<file path="src/rtl/priority_ready_queue_scheduler_assert.svh">
// Assertion helpers shared by the scheduler RTL.
// Both macros sample on aclk and stay quiet while aresetn is low.
`ifndef PRIORITY_READY_QUEUE_SCHEDULER_ASSERT_SVH
`define PRIORITY_READY_QUEUE_SCHEDULER_ASSERT_SVH

// Same-cycle implication.
`define PRQS_ASSERT_IMPL(lbl, ante, cons, msg) \
    lbl: assert property (@(posedge aclk) disable iff (!aresetn) (ante) |-> (cons)) \
        else $error(msg);

// Next-cycle implication.
`define PRQS_ASSERT_NEXT(lbl, ante, cons, msg) \
    lbl: assert property (@(posedge aclk) disable iff (!aresetn) (ante) |=> (cons)) \
        else $error(msg);

`endif

</file>
<file path="src/rtl/prqs_pkg.sv">
package prqs_pkg;

    localparam int KIND_W   = 3;
    localparam int ID_W     = 6;
    localparam int PRIO_W   = 3;
    localparam int STATUS_W = 2;

    localparam int S_TDATA_W = 16;
    localparam int M_TDATA_W = 8;

    localparam int DEF_LEVELS = 8;
    localparam int DEF_SLOTS  = 64;

    typedef enum logic [KIND_W-1:0] {
        KIND_CREATE  = 3'd0,
        KIND_RESUME  = 3'd1,
        KIND_PICK    = 3'd2,
        KIND_YIELD   = 3'd3,
        KIND_DESTROY = 3'd4
    } kind_t;

    typedef enum logic [1:0] {
        SLOT_FREE     = 2'd0,
        SLOT_SUSP     = 2'd1,
        SLOT_RUNNABLE = 2'd2,
        SLOT_RUNNING  = 2'd3
    } slot_st_t;

    localparam logic [STATUS_W-1:0] STATUS_OK        = 2'd0;
    localparam logic [STATUS_W-1:0] STATUS_BAD_STATE = 2'd1;
    localparam logic [STATUS_W-1:0] STATUS_EMPTY     = 2'd2;

    // Update command for the per-level head/tail table.
    typedef struct packed {
        logic set_head;
        logic set_tail;
        logic set_ne;
        logic clr_ne;
    } lvl_upd_t;

endpackage

</file>
<file path="src/rtl/priority_ready_queue_scheduler.sv">
// Ready-queue scheduler with one FIFO of thread slots per priority level.
// Input channel s_*: one transaction carries a command (create, resume,
// pick, yield, destroy) with a thread id and, for create, a priority.
// Result channel m_*: exactly one result transaction per command, in order,
// carrying a status code and the thread chosen by a successful pick.
// A command is accepted in the idle state, which issues the synchronous
// slot/link memory read; the execute state does the read-modify-write of
// memories and level table. A new command is taken only after the last one
// has left the execute state; its result goes to the output register, or
// to the hold register while the receiver stalls. After aresetn is released,
// a clearing pass frees every slot; s_tready stays low in reset and that pass.
// A two-entry result buffer (output register plus a hold register) lets
// the block take one more command while a result waits on a stalled
// receiver; with both entries full, s_tready drops until m_tready returns.
`include "priority_ready_queue_scheduler_assert.svh"

module priority_ready_queue_scheduler
    import prqs_pkg::*;
#(
    parameter int LEVELS = DEF_LEVELS,
    parameter int SLOTS  = DEF_SLOTS
) (
    input  logic                 aclk,
    input  logic                 aresetn,
    input  logic                 s_tvalid,
    output logic                 s_tready,
    // [2:0] kind, [8:3] thread_id, [11:9] priority_req, [15:12] zero
    input  logic [S_TDATA_W-1:0] s_tdata,
    output logic                 m_tvalid,
    input  logic                 m_tready,
    // [1:0] status, [7:2] picked_thread
    output logic [M_TDATA_W-1:0] m_tdata
);

    localparam int LVL_W  = $clog2(LEVELS);
    localparam int SLOT_W = $clog2(SLOTS);
    localparam int SW_W   = 2 + LVL_W;
    localparam int RES_W  = STATUS_W + ID_W;

    typedef enum logic {
        ST_IDLE,
        ST_EXEC
    } state_t;

    state_t               state_reg, state_next;
    logic                 clr_active_reg, clr_active_next;
    logic [SLOT_W-1:0]    clr_idx_reg, clr_idx_next;
    kind_t                kind_reg, kind_next;
    logic [ID_W-1:0]      id_reg, id_next;
    logic [PRIO_W-1:0]    prio_reg, prio_next;
    logic                 m_tvalid_reg, m_tvalid_next;
    logic [RES_W-1:0]     m_data_reg, m_data_next;
    logic                 hold_valid_reg, hold_valid_next;
    logic [RES_W-1:0]     hold_data_reg, hold_data_next;

    // Slot memory: {state, level}; link memory: next slot in a level FIFO.
    logic                 slot_we;
    logic [SLOT_W-1:0]    slot_waddr;
    logic [SW_W-1:0]      slot_wdata;
    logic [SLOT_W-1:0]    slot_raddr;
    logic [SW_W-1:0]      slot_rdata;
    logic                 ex_slot_we;
    logic [SLOT_W-1:0]    ex_slot_waddr;
    logic [SW_W-1:0]      ex_slot_wdata;
    logic                 link_we;
    logic [SLOT_W-1:0]    link_waddr;
    logic [SLOT_W-1:0]    link_wdata;
    logic [SLOT_W-1:0]    link_rdata;

    lvl_upd_t             upd;
    logic [LVL_W-1:0]     upd_lvl;
    logic [SLOT_W-1:0]    upd_head;
    logic [LVL_W-1:0]     sel_lvl;
    logic [SLOT_W-1:0]    sel_head;
    logic [SLOT_W-1:0]    sel_tail;
    logic                 sel_nonempty;
    logic                 top_found;
    logic [LVL_W-1:0]     top_lvl;

    logic                 accept;
    logic [ID_W-1:0]      in_id;
    logic [SLOT_W-1:0]    id_idx;
    logic                 id_ok;
    slot_st_t             rd_st;
    logic [LVL_W-1:0]     rd_lvl;
    logic [LVL_W-1:0]     prio_lvl;
    logic [STATUS_W-1:0]  res_status;
    logic [ID_W-1:0]      res_picked;
    logic                 is_pick;

    assign s_tready = (state_reg == ST_IDLE) && !clr_active_reg && !hold_valid_reg;
    assign accept   = s_tvalid && s_tready;
    assign m_tvalid = m_tvalid_reg;
    assign m_tdata  = m_data_reg;

    assign in_id   = s_tdata[KIND_W +: ID_W];
    assign id_idx  = SLOT_W'(id_reg);
    assign id_ok   = 32'(id_reg) < 32'(SLOTS);
    assign rd_st   = slot_st_t'(slot_rdata[SW_W-1 -: 2]);
    assign rd_lvl  = slot_rdata[LVL_W-1:0];
    assign is_pick = (kind_reg == KIND_PICK);

    // Saturate the requested priority to the last level (LEVELS-1), the lowest priority.
    assign prio_lvl = (32'(prio_reg) >= 32'(LEVELS)) ? LVL_W'(LEVELS - 1) : LVL_W'(prio_reg);

    // Look at the top level while idle and for pick, else at the slot's own level.
    assign sel_lvl = ((state_reg == ST_IDLE) || is_pick) ? top_lvl : rd_lvl;

    // Issue the reads in the accept cycle: pick needs the head's link.
    assign slot_raddr = SLOT_W'(in_id);

    prqs_ram #(
        .WIDTH (SW_W),
        .DEPTH (SLOTS)
    ) u_slot_ram (
        .aclk  (aclk),
        .we    (slot_we),
        .waddr (slot_waddr),
        .wdata (slot_wdata),
        .raddr (slot_raddr),
        .rdata (slot_rdata)
    );

    prqs_ram #(
        .WIDTH (SLOT_W),
        .DEPTH (SLOTS)
    ) u_link_ram (
        .aclk  (aclk),
        .we    (link_we),
        .waddr (link_waddr),
        .wdata (link_wdata),
        .raddr (sel_head),
        .rdata (link_rdata)
    );

    prqs_lvl_tbl #(
        .LEVELS (LEVELS),
        .SLOTS  (SLOTS)
    ) u_lvl_tbl (
        .aclk         (aclk),
        .aresetn      (aresetn),
        .upd          (upd),
        .upd_lvl      (upd_lvl),
        .upd_head     (upd_head),
        .upd_tail     (id_idx),
        .sel_lvl      (sel_lvl),
        .sel_head     (sel_head),
        .sel_tail     (sel_tail),
        .sel_nonempty (sel_nonempty),
        .top_found    (top_found),
        .top_lvl      (top_lvl)
    );

    // Execute cycle: check the slot state and update memories and level table.
    always_comb begin
        ex_slot_we    = 1'b0;
        ex_slot_waddr = id_idx;
        ex_slot_wdata = {SLOT_FREE, rd_lvl};
        link_we       = 1'b0;
        link_waddr    = sel_tail;
        link_wdata    = id_idx;
        upd           = '0;
        upd_lvl       = sel_lvl;
        upd_head      = id_idx;
        res_status    = STATUS_OK;
        res_picked    = '0;
        if (state_reg == ST_EXEC) begin
            case (kind_reg)
                KIND_CREATE: begin
                    if (id_ok && (rd_st == SLOT_FREE)) begin
                        ex_slot_we    = 1'b1;
                        ex_slot_wdata = {SLOT_SUSP, prio_lvl};
                    end else begin
                        res_status = STATUS_BAD_STATE;
                    end
                end
                KIND_RESUME, KIND_YIELD: begin
                    if (id_ok && (((kind_reg == KIND_RESUME) && (rd_st == SLOT_SUSP)) ||
                                  ((kind_reg == KIND_YIELD) && (rd_st == SLOT_RUNNING)))) begin
                        // Append at the back of the slot's level.
                        ex_slot_we    = 1'b1;
                        ex_slot_wdata = {SLOT_RUNNABLE, rd_lvl};
                        upd.set_tail  = 1'b1;
                        if (sel_nonempty) begin
                            link_we = 1'b1;
                        end else begin
                            upd.set_head = 1'b1;
                            upd.set_ne   = 1'b1;
                        end
                    end else begin
                        res_status = STATUS_BAD_STATE;
                    end
                end
                KIND_PICK: begin
                    if (top_found) begin
                        // Pop the front; the last entry just empties the level.
                        ex_slot_we    = 1'b1;
                        ex_slot_waddr = sel_head;
                        ex_slot_wdata = {SLOT_RUNNING, top_lvl};
                        upd_head      = link_rdata;
                        if (sel_head == sel_tail) begin
                            upd.clr_ne = 1'b1;
                        end else begin
                            upd.set_head = 1'b1;
                        end
                        res_picked = ID_W'(sel_head);
                    end else begin
                        res_status = STATUS_EMPTY;
                    end
                end
                KIND_DESTROY: begin
                    if (id_ok && (rd_st == SLOT_RUNNING)) begin
                        ex_slot_we = 1'b1;
                    end else begin
                        res_status = STATUS_BAD_STATE;
                    end
                end
                default: begin
                    res_status = STATUS_OK;
                end
            endcase
        end
    end

    // The clearing pass owns the slot write port until it ends.
    always_comb begin
        if (clr_active_reg) begin
            slot_we    = 1'b1;
            slot_waddr = clr_idx_reg;
            slot_wdata = {SLOT_FREE, {LVL_W{1'b0}}};
        end else begin
            slot_we    = ex_slot_we;
            slot_waddr = ex_slot_waddr;
            slot_wdata = ex_slot_wdata;
        end
    end

    always_comb begin
        state_next      = state_reg;
        clr_active_next = clr_active_reg;
        clr_idx_next    = clr_idx_reg;
        kind_next       = kind_reg;
        id_next         = id_reg;
        prio_next       = prio_reg;
        m_tvalid_next   = m_tvalid_reg;
        m_data_next     = m_data_reg;
        hold_valid_next = hold_valid_reg;
        hold_data_next  = hold_data_reg;

        if (clr_active_reg) begin
            clr_idx_next = clr_idx_reg + 1'b1;
            if (clr_idx_reg == SLOT_W'(SLOTS - 1)) begin
                clr_active_next = 1'b0;
            end
        end

        // Drain the output register, refilling it from the hold register.
        if (m_tvalid_reg && m_tready) begin
            if (hold_valid_reg) begin
                m_data_next     = hold_data_reg;
                hold_valid_next = 1'b0;
            end else begin
                m_tvalid_next = 1'b0;
            end
        end

        case (state_reg)
            ST_IDLE: begin
                if (accept) begin
                    kind_next  = kind_t'(s_tdata[KIND_W-1:0]);
                    id_next    = in_id;
                    prio_next  = s_tdata[KIND_W+ID_W +: PRIO_W];
                    state_next = ST_EXEC;
                end
            end
            ST_EXEC: begin
                // Hold is empty here: a command enters only with hold empty.
                if (!m_tvalid_reg || m_tready) begin
                    m_tvalid_next = 1'b1;
                    m_data_next   = {res_picked, res_status};
                end else begin
                    hold_valid_next = 1'b1;
                    hold_data_next  = {res_picked, res_status};
                end
                state_next = ST_IDLE;
            end
            default: begin
                state_next = ST_IDLE;
            end
        endcase
    end

    always_ff @(posedge aclk) begin
        if (!aresetn) begin
            state_reg      <= ST_IDLE;
            clr_active_reg <= 1'b1;
            clr_idx_reg    <= '0;
            m_tvalid_reg   <= 1'b0;
            hold_valid_reg <= 1'b0;
        end else begin
            state_reg      <= state_next;
            clr_active_reg <= clr_active_next;
            clr_idx_reg    <= clr_idx_next;
            m_tvalid_reg   <= m_tvalid_next;
            hold_valid_reg <= hold_valid_next;
        end
        kind_reg      <= kind_next;
        id_reg        <= id_next;
        prio_reg      <= prio_next;
        m_data_reg    <= m_data_next;
        hold_data_reg <= hold_data_next;
    end

    `PRQS_ASSERT_IMPL(a_hold_behind_out, hold_valid_reg, m_tvalid_reg, "hold without output")
    `PRQS_ASSERT_IMPL(a_no_accept_in_clear, clr_active_reg, !accept, "accept during clear")
    `PRQS_ASSERT_NEXT(a_accept_to_exec, accept, state_reg == ST_EXEC, "accept without execute")
    `PRQS_ASSERT_NEXT(a_exec_gives_result, state_reg == ST_EXEC, m_tvalid_reg, "missing result")

endmodule

</file>
<file path="src/rtl/prqs_ram.sv">
module prqs_ram #(
    parameter int WIDTH = 8,
    parameter int DEPTH = 64
) (
    input  logic                     aclk,
    input  logic                     we,
    input  logic [$clog2(DEPTH)-1:0] waddr,
    input  logic [WIDTH-1:0]         wdata,
    input  logic [$clog2(DEPTH)-1:0] raddr,
    output logic [WIDTH-1:0]         rdata
);

    logic [WIDTH-1:0] mem [DEPTH];

    always_ff @(posedge aclk) begin
        if (we) begin
            mem[waddr] <= wdata;
        end
        rdata <= mem[raddr];
    end

endmodule

</file>
<file path="src/rtl/prqs_lvl_tbl.sv">
module prqs_lvl_tbl
    import prqs_pkg::*;
#(
    parameter int LEVELS = DEF_LEVELS,
    parameter int SLOTS  = DEF_SLOTS
) (
    input  logic                      aclk,
    input  logic                      aresetn,
    input  lvl_upd_t                  upd,
    input  logic [$clog2(LEVELS)-1:0] upd_lvl,
    input  logic [$clog2(SLOTS)-1:0]  upd_head,
    input  logic [$clog2(SLOTS)-1:0]  upd_tail,
    input  logic [$clog2(LEVELS)-1:0] sel_lvl,
    output logic [$clog2(SLOTS)-1:0]  sel_head,
    output logic [$clog2(SLOTS)-1:0]  sel_tail,
    output logic                      sel_nonempty,
    output logic                      top_found,
    output logic [$clog2(LEVELS)-1:0] top_lvl
);

    localparam int LVL_W  = $clog2(LEVELS);
    localparam int SLOT_W = $clog2(SLOTS);

    logic [SLOT_W-1:0] head_arr [LEVELS];
    logic [SLOT_W-1:0] tail_arr [LEVELS];
    logic [LEVELS-1:0] nonempty_reg;
    logic [LEVELS-1:0] nonempty_next;

    // Highest priority is the lowest level index.
    always_comb begin
        top_lvl = '0;
        for (int i = LEVELS - 1; i >= 0; i--) begin
            if (nonempty_reg[i]) begin
                top_lvl = LVL_W'(i);
            end
        end
    end

    assign top_found    = |nonempty_reg;
    assign sel_head     = head_arr[sel_lvl];
    assign sel_tail     = tail_arr[sel_lvl];
    assign sel_nonempty = nonempty_reg[sel_lvl];

    always_comb begin
        nonempty_next = nonempty_reg;
        if (upd.set_ne) begin
            nonempty_next[upd_lvl] = 1'b1;
        end
        if (upd.clr_ne) begin
            nonempty_next[upd_lvl] = 1'b0;
        end
    end

    always_ff @(posedge aclk) begin
        if (!aresetn) begin
            nonempty_reg <= '0;
        end else begin
            nonempty_reg <= nonempty_next;
        end
    end

    always_ff @(posedge aclk) begin
        if (upd.set_head) begin
            head_arr[upd_lvl] <= upd_head;
        end
        if (upd.set_tail) begin
            tail_arr[upd_lvl] <= upd_tail;
        end
    end

endmodule

</file>
<file path="config.mk">
export PLATFORM = sky130hd
export DESIGN_NAME = priority_ready_queue_scheduler
export DESIGN_NICKNAME = d
export VERILOG_FILES = /design/src/rtl/prqs_pkg.sv /design/src/rtl/priority_ready_queue_scheduler.sv /design/src/rtl/prqs_ram.sv /design/src/rtl/prqs_lvl_tbl.sv
export VERILOG_INCLUDE_DIRS = /design/src /design/src/rtl
export SDC_FILE = /design/constraint.sdc
export NUM_CORES = 1
export LEC_CHECK = 0
export BUFFER_PORTS_ARGS = -buffer_cell sky130_fd_sc_hd__buf_2
export CELL_PAD_IN_SITES_DETAIL_PLACEMENT = 0
export CELL_PAD_IN_SITES_GLOBAL_PLACEMENT = 1
export CORE_ASPECT_RATIO = 1.4
export CORE_MARGIN = 2
export CORE_UTILIZATION = 40
export CTS_BUF_LIST = sky130_fd_sc_hd__clkbuf_4 sky130_fd_sc_hd__clkbuf_8
export CTS_CLUSTER_DIAMETER = 150
export DETAILED_ROUTE_END_ITERATION = 7
export PLACE_DENSITY_LB_ADDON = 0.2
export SLEW_MARGIN = 20
export SYNTH_ARGS = -nofsm -noshare
export SYNTH_HDL_FRONTEND = slang
export SYNTH_HIERARCHICAL = 1
export SYNTH_SLANG_ARGS = --single-unit
</file>
<file path="constraint.sdc">
create_clock -name aclk -period 10.3 [get_ports aclk]
set_input_delay 1.03 -clock aclk [delete_from_list [all_inputs] [get_ports aclk]]
set_output_delay 1.03 -clock aclk [all_outputs]
set_load 0.005 [all_outputs]
</file>
Word-level counts from Yosys, hierarchy flattened
Memories as Yosys holds them, arrays and structs flattened. A register that Yosys moved wholly into a read port is not among the register bits.
Cells that the tools add are included.
Widths: inputs -> output; s select.
- $add $sub $neg: 1
- multiply operators: 0
- divide/modulo/power cells: 0
- magnitude comparators: 2
- equal/unequal tests: 8
- shift operators: 0
- muxes and demuxes: 79
- bitwise operators: 5
- reduce and logical (&&, ||, !) cells: 19
- operators with widths (kind ; count):
    $mux 6 ; 9
    $mux 8 ; 6
    $mux 1 ; 39
    $mux 3 ; 10
    $mux 5 ; 4
    $pmux 5 s3 ; 1
    $and 8x8->8 ; 1
    $mux 4 ; 2
    $not 8->8 ; 1
    $or 8x8->8 ; 1
    $pmux 2 s4 ; 1
    $reduce_or 8->1 ; 1
    $logic_and 1x1->1 ; 7
    $add 6x1->6 const B ; 1
    $eq 3x2->1 const B ; 2
    $eq 6x6->1 ; 1
    $eq 6x6->1 const B ; 1
    $lt 3x4->1 const B ; 1
    $mux 2 ; 2
    $pmux 1 s2 ; 2
    $pmux 1 s4 ; 1
    $reduce_and 2->1 ; 2
    $bmux 1 s3 ; 1
    $demux 1 s3 ; 1
    other kinds (11) ; 16
- bits in registers: 46
- bits in latches: 0
- bits in writable memories: 800
- ROM bits: 0
- input port bits: 20
- output and inout port bits: 10
- logic and storage cells: 129
- memories: 4
- memories (memory ; depth ; bits a word ; read ports ; clocked after Yosys merged registers in ; wr ports ; line ; RTL):
    u_link_ram.mem ; 64 ; 6 ; 1 ; 1 ; 1 ; prqs_ram.sv:13 ; logic [WIDTH-1:0] mem [DEPTH];
    u_slot_ram.mem ; 64 ; 5 ; 1 ; 1 ; 1 ; prqs_ram.sv:13 ;
    u_lvl_tbl.head_arr ; 8 ; 6 ; 1 ; 0 ; 1 ; prqs_lvl_tbl.sv:24 ; logic [SLOT_W-1:0] head_arr [LEVELS];
    u_lvl_tbl.tail_arr ; 8 ; 6 ; 1 ; 0 ; 1 ; prqs_lvl_tbl.sv:25 ; logic [SLOT_W-1:0] tail_arr [LEVELS];

Depth between registers and ports, before layout
- depth after elaboration: 18
- gate-level depth with buffers: 16
- depth with buffers taken out: 11

By module
The synthesis kept the hierarchy.
- by module, submodules not included (module ; instances ; cells each ; area each (um^2) ; sequential area each (um^2)):
    prqs_ram at u_link_ram ; 1 ; 720 ; 15225.9 ; 11651.2
    prqs_ram at u_slot_ram ; 1 ; 610 ; 12768.5 ; 9709.3
    prqs_lvl_tbl ; 1 ; 207 ; 4261.6 ; 3042.9
    priority_ready_queue_scheduler ; 1 ; 200 ; 1969.4 ; 960.9

Worst setup path before layout
OpenSTA, ideal clock, no wires.
- kind: reg2reg
- start: register kind_reg[2]
- end: memory u_slot_ram/mem[0][3] (netlist name), data pin
- setup time: 864 ps
- data arrival time: 4315 ps
- required time: 9436 ps
- path slack: 5121 ps
- cell stages (with the launch flop): 4
- path buffers: 1
- clock period less this slack: 5179 ps
- cell sequence: edfxtp_1 > buf_6 > or3_1 > nor4_1
- cells in the longest elaborated chain, start to end: 5
- elaborated cells between the ends (all ways): 8
- classes of those cells: eq/ne: 3; mux: 3; reduce/logical: 2
- RTL lines (item ; line ; RTL):
    start, declared ; priority_ready_queue_scheduler.sv:48 ; kind_t kind_reg, kind_next;
    start signal, assigned ; priority_ready_queue_scheduler.sv:307 ; kind_reg <= kind_next;
    $eq 3x1->1 / $eq 3x2->1 (equally long branches) ; priority_ready_queue_scheduler.sv:168 ; case (kind_reg)
    $reduce_or 2->1 ; priority_ready_queue_scheduler.sv:168 ;
    $pmux 5 s3 (*) ; priority_ready_queue_scheduler.sv:168 ;
    $mux 5 (*) ; priority_ready_queue_scheduler.sv:167 ; if (state_reg == ST_EXEC) begin
    $mux 5 (*) ; priority_ready_queue_scheduler.sv:227 ; if (clr_active_reg) begin
    net slot_wdata[3] ; priority_ready_queue_scheduler.sv:59 ; logic [SW_W-1:0] slot_wdata;
    end, declared ; prqs_ram.sv:13 ;
Mark *: on every way through the listed nets, which the timed path passes. The rest lies on a longest branch.

Worst setup path after layout
- start: register kind_reg[0]
- end: memory u_slot_ram/mem[47][1] (netlist name) (enable)
- elaborated cells between the ends (all ways): 22
- classes of those cells: eq/ne: 4; mux: 11; reduce/logical: 6; memory: 1
- RTL lines (item ; line ; RTL):
    $eq 3x2->1 ; priority_ready_queue_scheduler.sv:101 ; assign is_pick = (kind_reg == KIND_PICK);
    $logic_or 1x1->1 ; priority_ready_queue_scheduler.sv:107 ; assign sel_lvl = ((state_reg == ST_IDLE) || is_pick) ? top_lvl : rd_lvl;
    $mux 3 ; priority_ready_queue_scheduler.sv:107 ;
    net sel_lvl[1] ; priority_ready_queue_scheduler.sv:73 ; logic [LVL_W-1:0] sel_lvl;
    $mem_v2 8x6 ; n/a ;
    net sel_head[0] ; priority_ready_queue_scheduler.sv:74 ; logic [SLOT_W-1:0] sel_head;
    $mux 6 ; priority_ready_queue_scheduler.sv:195 ; if (top_found) begin
    $mux 6 ; priority_ready_queue_scheduler.sv:168 ;
    $mux 6 ; priority_ready_queue_scheduler.sv:167 ;
    $mux 6 ; priority_ready_queue_scheduler.sv:227 ;
    net slot_waddr[0] ; priority_ready_queue_scheduler.sv:58 ; logic [SLOT_W-1:0] slot_waddr;
The timed path passes the listed nets, and every way through them passes these cells.

==> results.py <==
metrics = {
    "global_routing": {
        "overflow": 0,
        "use_met3": 0.03287,
        "gr-usage-all-layers": 0.1766,
        "antenna_found_initial": 2,
        "use_met1": 0.1980,
        "grt_max_degree": 74,
        "first_global_vias": 17817,
        "top_usage_layer": "met2",
        "use_met2": 0.3303,
        "grt_pass1_wl_mm": 113.7,
    },
    "power_and_ir_drop": {
        "worst_ir_drop_vdd_mv": 0.1180,
        "p_leak_nw": 12.01,
        "powerDensity_nw_per_um2": 175.1,
    },
    "sta": {
        "finalSetupViolCount": 0,
        "rsz0062_at_grt": "no",
        "fmax_mhz": 189.5,
        "maxSlewViolCount": 0,
        "period_needed_ns": 5.276,
        "fin_setup_tns_ns": 0,
        "worstMarginPinSlew_ns": 1.076,
        "finalHoldViolCount": 0,
        "skew_ns": 0.03758,
        "slew-limit-headroom": 0.2826,
        "finalCritPeriodShare": 0.5123,
    },
    "cells_and_area": {
        "largest-register": "u_link_ram/mem",
        "mostFrequentLayoutCells": "edfxtp_1, mux4_2, nor2_1",
        "nets": 1846,
        "area_delta_synth_final_pct": 10.92,
        "largest_reg_flops": 384,
        "fin_cells": 3018,
        "final_common_cell": "edfxtp_1",
        "largest_registers": "u_link_ram/mem: 384 flops, u_slot_ram/mem: 320 flops",
        "drive_gt1_frac": 0.2426,
    },
    "status": {
        "status": "completed",
    },
    "clock_tree": {
        "hold_buffers": 0,
        "postCtsSetupRepairBufs": 0,
        "clk_path_buf_depth": 3,
        "post_cts_resized": 0,
        "clk_root_buffer_cell": "clkbuf_8",
        "htreeDepth": 4,
        "clk_latency_ns": 0.77,
        "cts_buffers": 134,
        "cts.sinks": 857,
        "tritoncts": "yes",
        "path_clk_slew_ns": 0.06,
    },
    "placement": {
        "portBuffers": 25,
        "hpwl_mm": 46.54,
        "gp_congestion": 0.7731,
        "dp_cells": 2777,
    },
    "critical_path": {
        "critPathLaunchType": "flip-flop",
        "cpMaxStageDelayCell": "nor2_1",
        "endpoint_kind": "flip-flop",
        "cpPeakStageDelay_ns": 0.73,
        "critical_path_buf_inv_count": 1,
        "crit_fanout": 64,
        "cp_cell_sequence": "nor2_1 -> nand2_1 -> nand2_1 -> mux2_2 -> buf_4 -> mux4_1 -> mux2_8 -> nand2_1 -> a31oi_1 -> nand4_1 -> nor2_1",
        "critPathKind": "reg2reg",
        "cpMostUsedCell": "nand2_1",
        "cp.arrival_ns": 5.66,
        "required_ns": 10.68,
        "cp_top_family": "simple AND/OR/NAND/NOR gates",
    },
    "job": {
        "maxCapViolCount": 0,
    },
    "floorplan": {
        "io_pins": 30,
        "die-area_um2": 87950,
        "rows": 126,
        "die_w_um": 251.2,
        "core_um2": 84500,
        "initial_utilization": 0.4050,
        "die_y_um": 350.1,
    },
    "synth": {
        "synth_nets": 1758,
        "yosysSeqAreaShare": 0.7411,
        "synth_edf_count": 820,
        "syn_area_per_cell_um2": 19.70,
        "netlist_instances": 1737,
        "syn_area_um2": 34230,
        "ys.flop_type": "edfxtp_1",
        "synth.distinct_cells": 67,
        "synthArstFlopShare": 0,
        "ys_ff_latch": 857,
        "yosys_warnings": 6,
    },
    "detailed_routing": {
        "num_vias": 16613,
        "routed_wl_mm": 76.56,
        "drt_iter0_markers": 1199,
        "routedWlPerCell_um": 25.37,
        "dr.pass1.iters": 7,
        "viasPerCell": 5.505,
        "ant_nets": 0,
        "drc_errors": 0,
    },
    "hold_path": {
        "hp-class": "in2reg",
    },
}
-- power by group --
part	leakage [nW]	switching (W)	internal (W)
logic	2.84	0.0000564	0.0000333
clock network	1.37	0.00130	0.00148
registers	7.80	0.00000702	0.00377
total	12.0	0.00136	0.00529
-- logic make-up (layout without fill, tap and decap cells) --
| family | count (synthesis) | after routing | share of synthesized area |
|---|---|---|---|
| DFF | 857 | 857 | 0.7411 |
| and+or+nand+nor | 347 | 347 | 0.04917 |
| muxes | 267 | 267 | 0.1570 |
| AOI/OAI and AO/OA | 155 | 155 | 0.03115 |
| buffers and inverters | 100 | 292 | 0.01864 |
| xor gates and xnor gates | 10 | 10 | 0.002559 |
| adders and majority gates | 1 | 1 | 0.0003655 |
| other | 0 | 1 | 0 |
-- metal layers --
layer  vias to the layer above  part of all wire
met5                         -           0.00012
met4                         2             0.031
met3                       143             0.037
met2                       353              0.55
met1                      8748              0.38
li1                       7367                 -
-- synth_stat cells (9+ instances only) --
cell type  count  share of area
edfxtp_1     820           0.72
mux4_2       155           0.10
nor2_1       155          0.017
nand2_1       49         0.0054
mux4_1        44          0.034
dfxtp_1       37          0.022
mux2_2        37          0.012
clkbuf_1      36         0.0039
mux2i_1       31         0.0091
a21oi_1       30         0.0044
o22ai_1       25         0.0046
and2_1        24         0.0044
buf_2         24         0.0035
nand3_1       18         0.0026
nor2b_1       18         0.0033
buf_6         17         0.0056
o221ai_1      16         0.0041
a211oi_1      14         0.0031
nor3_1        14         0.0020
a31oi_1       11         0.0020
or3_1         10         0.0018
a22oi_1        9         0.0020
nor4_1         9         0.0016
-- path summary, 6_finish.rpt --
| check | start | end | slack (ns) | cells past startpoint |
|---|---|---|---|---|
| hold reg to reg | hold_data_reg[2]$_DFFE_PP_ | m_tdata[2]$_DFF_P_ | 0.54 | 2 |
| setup / recovery | kind_reg[0]$_DFFE_PP_ | u_slot_ram/mem[47][1]$_DFFE_PP_ | 5.02 | 11 |
| hold / removal | s_tdata[11] | prio_lvl[2]$_DFFE_PP_ | 0.44 | 1 |
| setup reg to reg | kind_reg[0]$_DFFE_PP_ | u_slot_ram/mem[47][1]$_DFFE_PP_ | 5.02 | 11 |
-- per-stage QoR --
stage | setup WS, ns | hold slack [ns] | power (W) | instance area [um^2] | utilization
6_report | 5.024 | 0.4381 | 0.006647 | 37960 | 0.4492
5_1_grt | 4.689 | 0.3779 | 0.006891 | 37960 | 0.4492
4_1_cts | 4.944 | 0.3485 | 0.006748 | 37950 | 0.4490
3_5_place_dp | 4.981 | 0.5332 | 0.003943 | 35350 | 0.4183
3_3_place_gp | 5.003 | 0.5216 | 0.003941 | 35350 | 0.4183
2_1_floorplan | 5.121 | 0.4782 | 0.003914 | 34230 | -
-- final cells by class --
type,instances,area [um^2]
diodes,1,2.502
clock buffers,186,2272
clock inverters,54,325.3
fillers,7271,46540
inverters,6,22.52
multi-input cells,780,8325
flip-flops and latches,857,25360
well taps,1088,1361
repair buffers,46,287.8
-- worst reg2reg max path: stages (launching register included) --
cell and delay [ns]:
edfxtp_1 0.54, nor2_1 0.19, nand2_1 0.10, nand2_1 0.15
mux2_2 0.35, buf_4 0.29, mux4_1 0.48, mux2_8 0.70
nand2_1 0.14, a31oi_1 0.55, nand4_1 0.69, nor2_1 0.73
(Power assumes the default switching activity.)
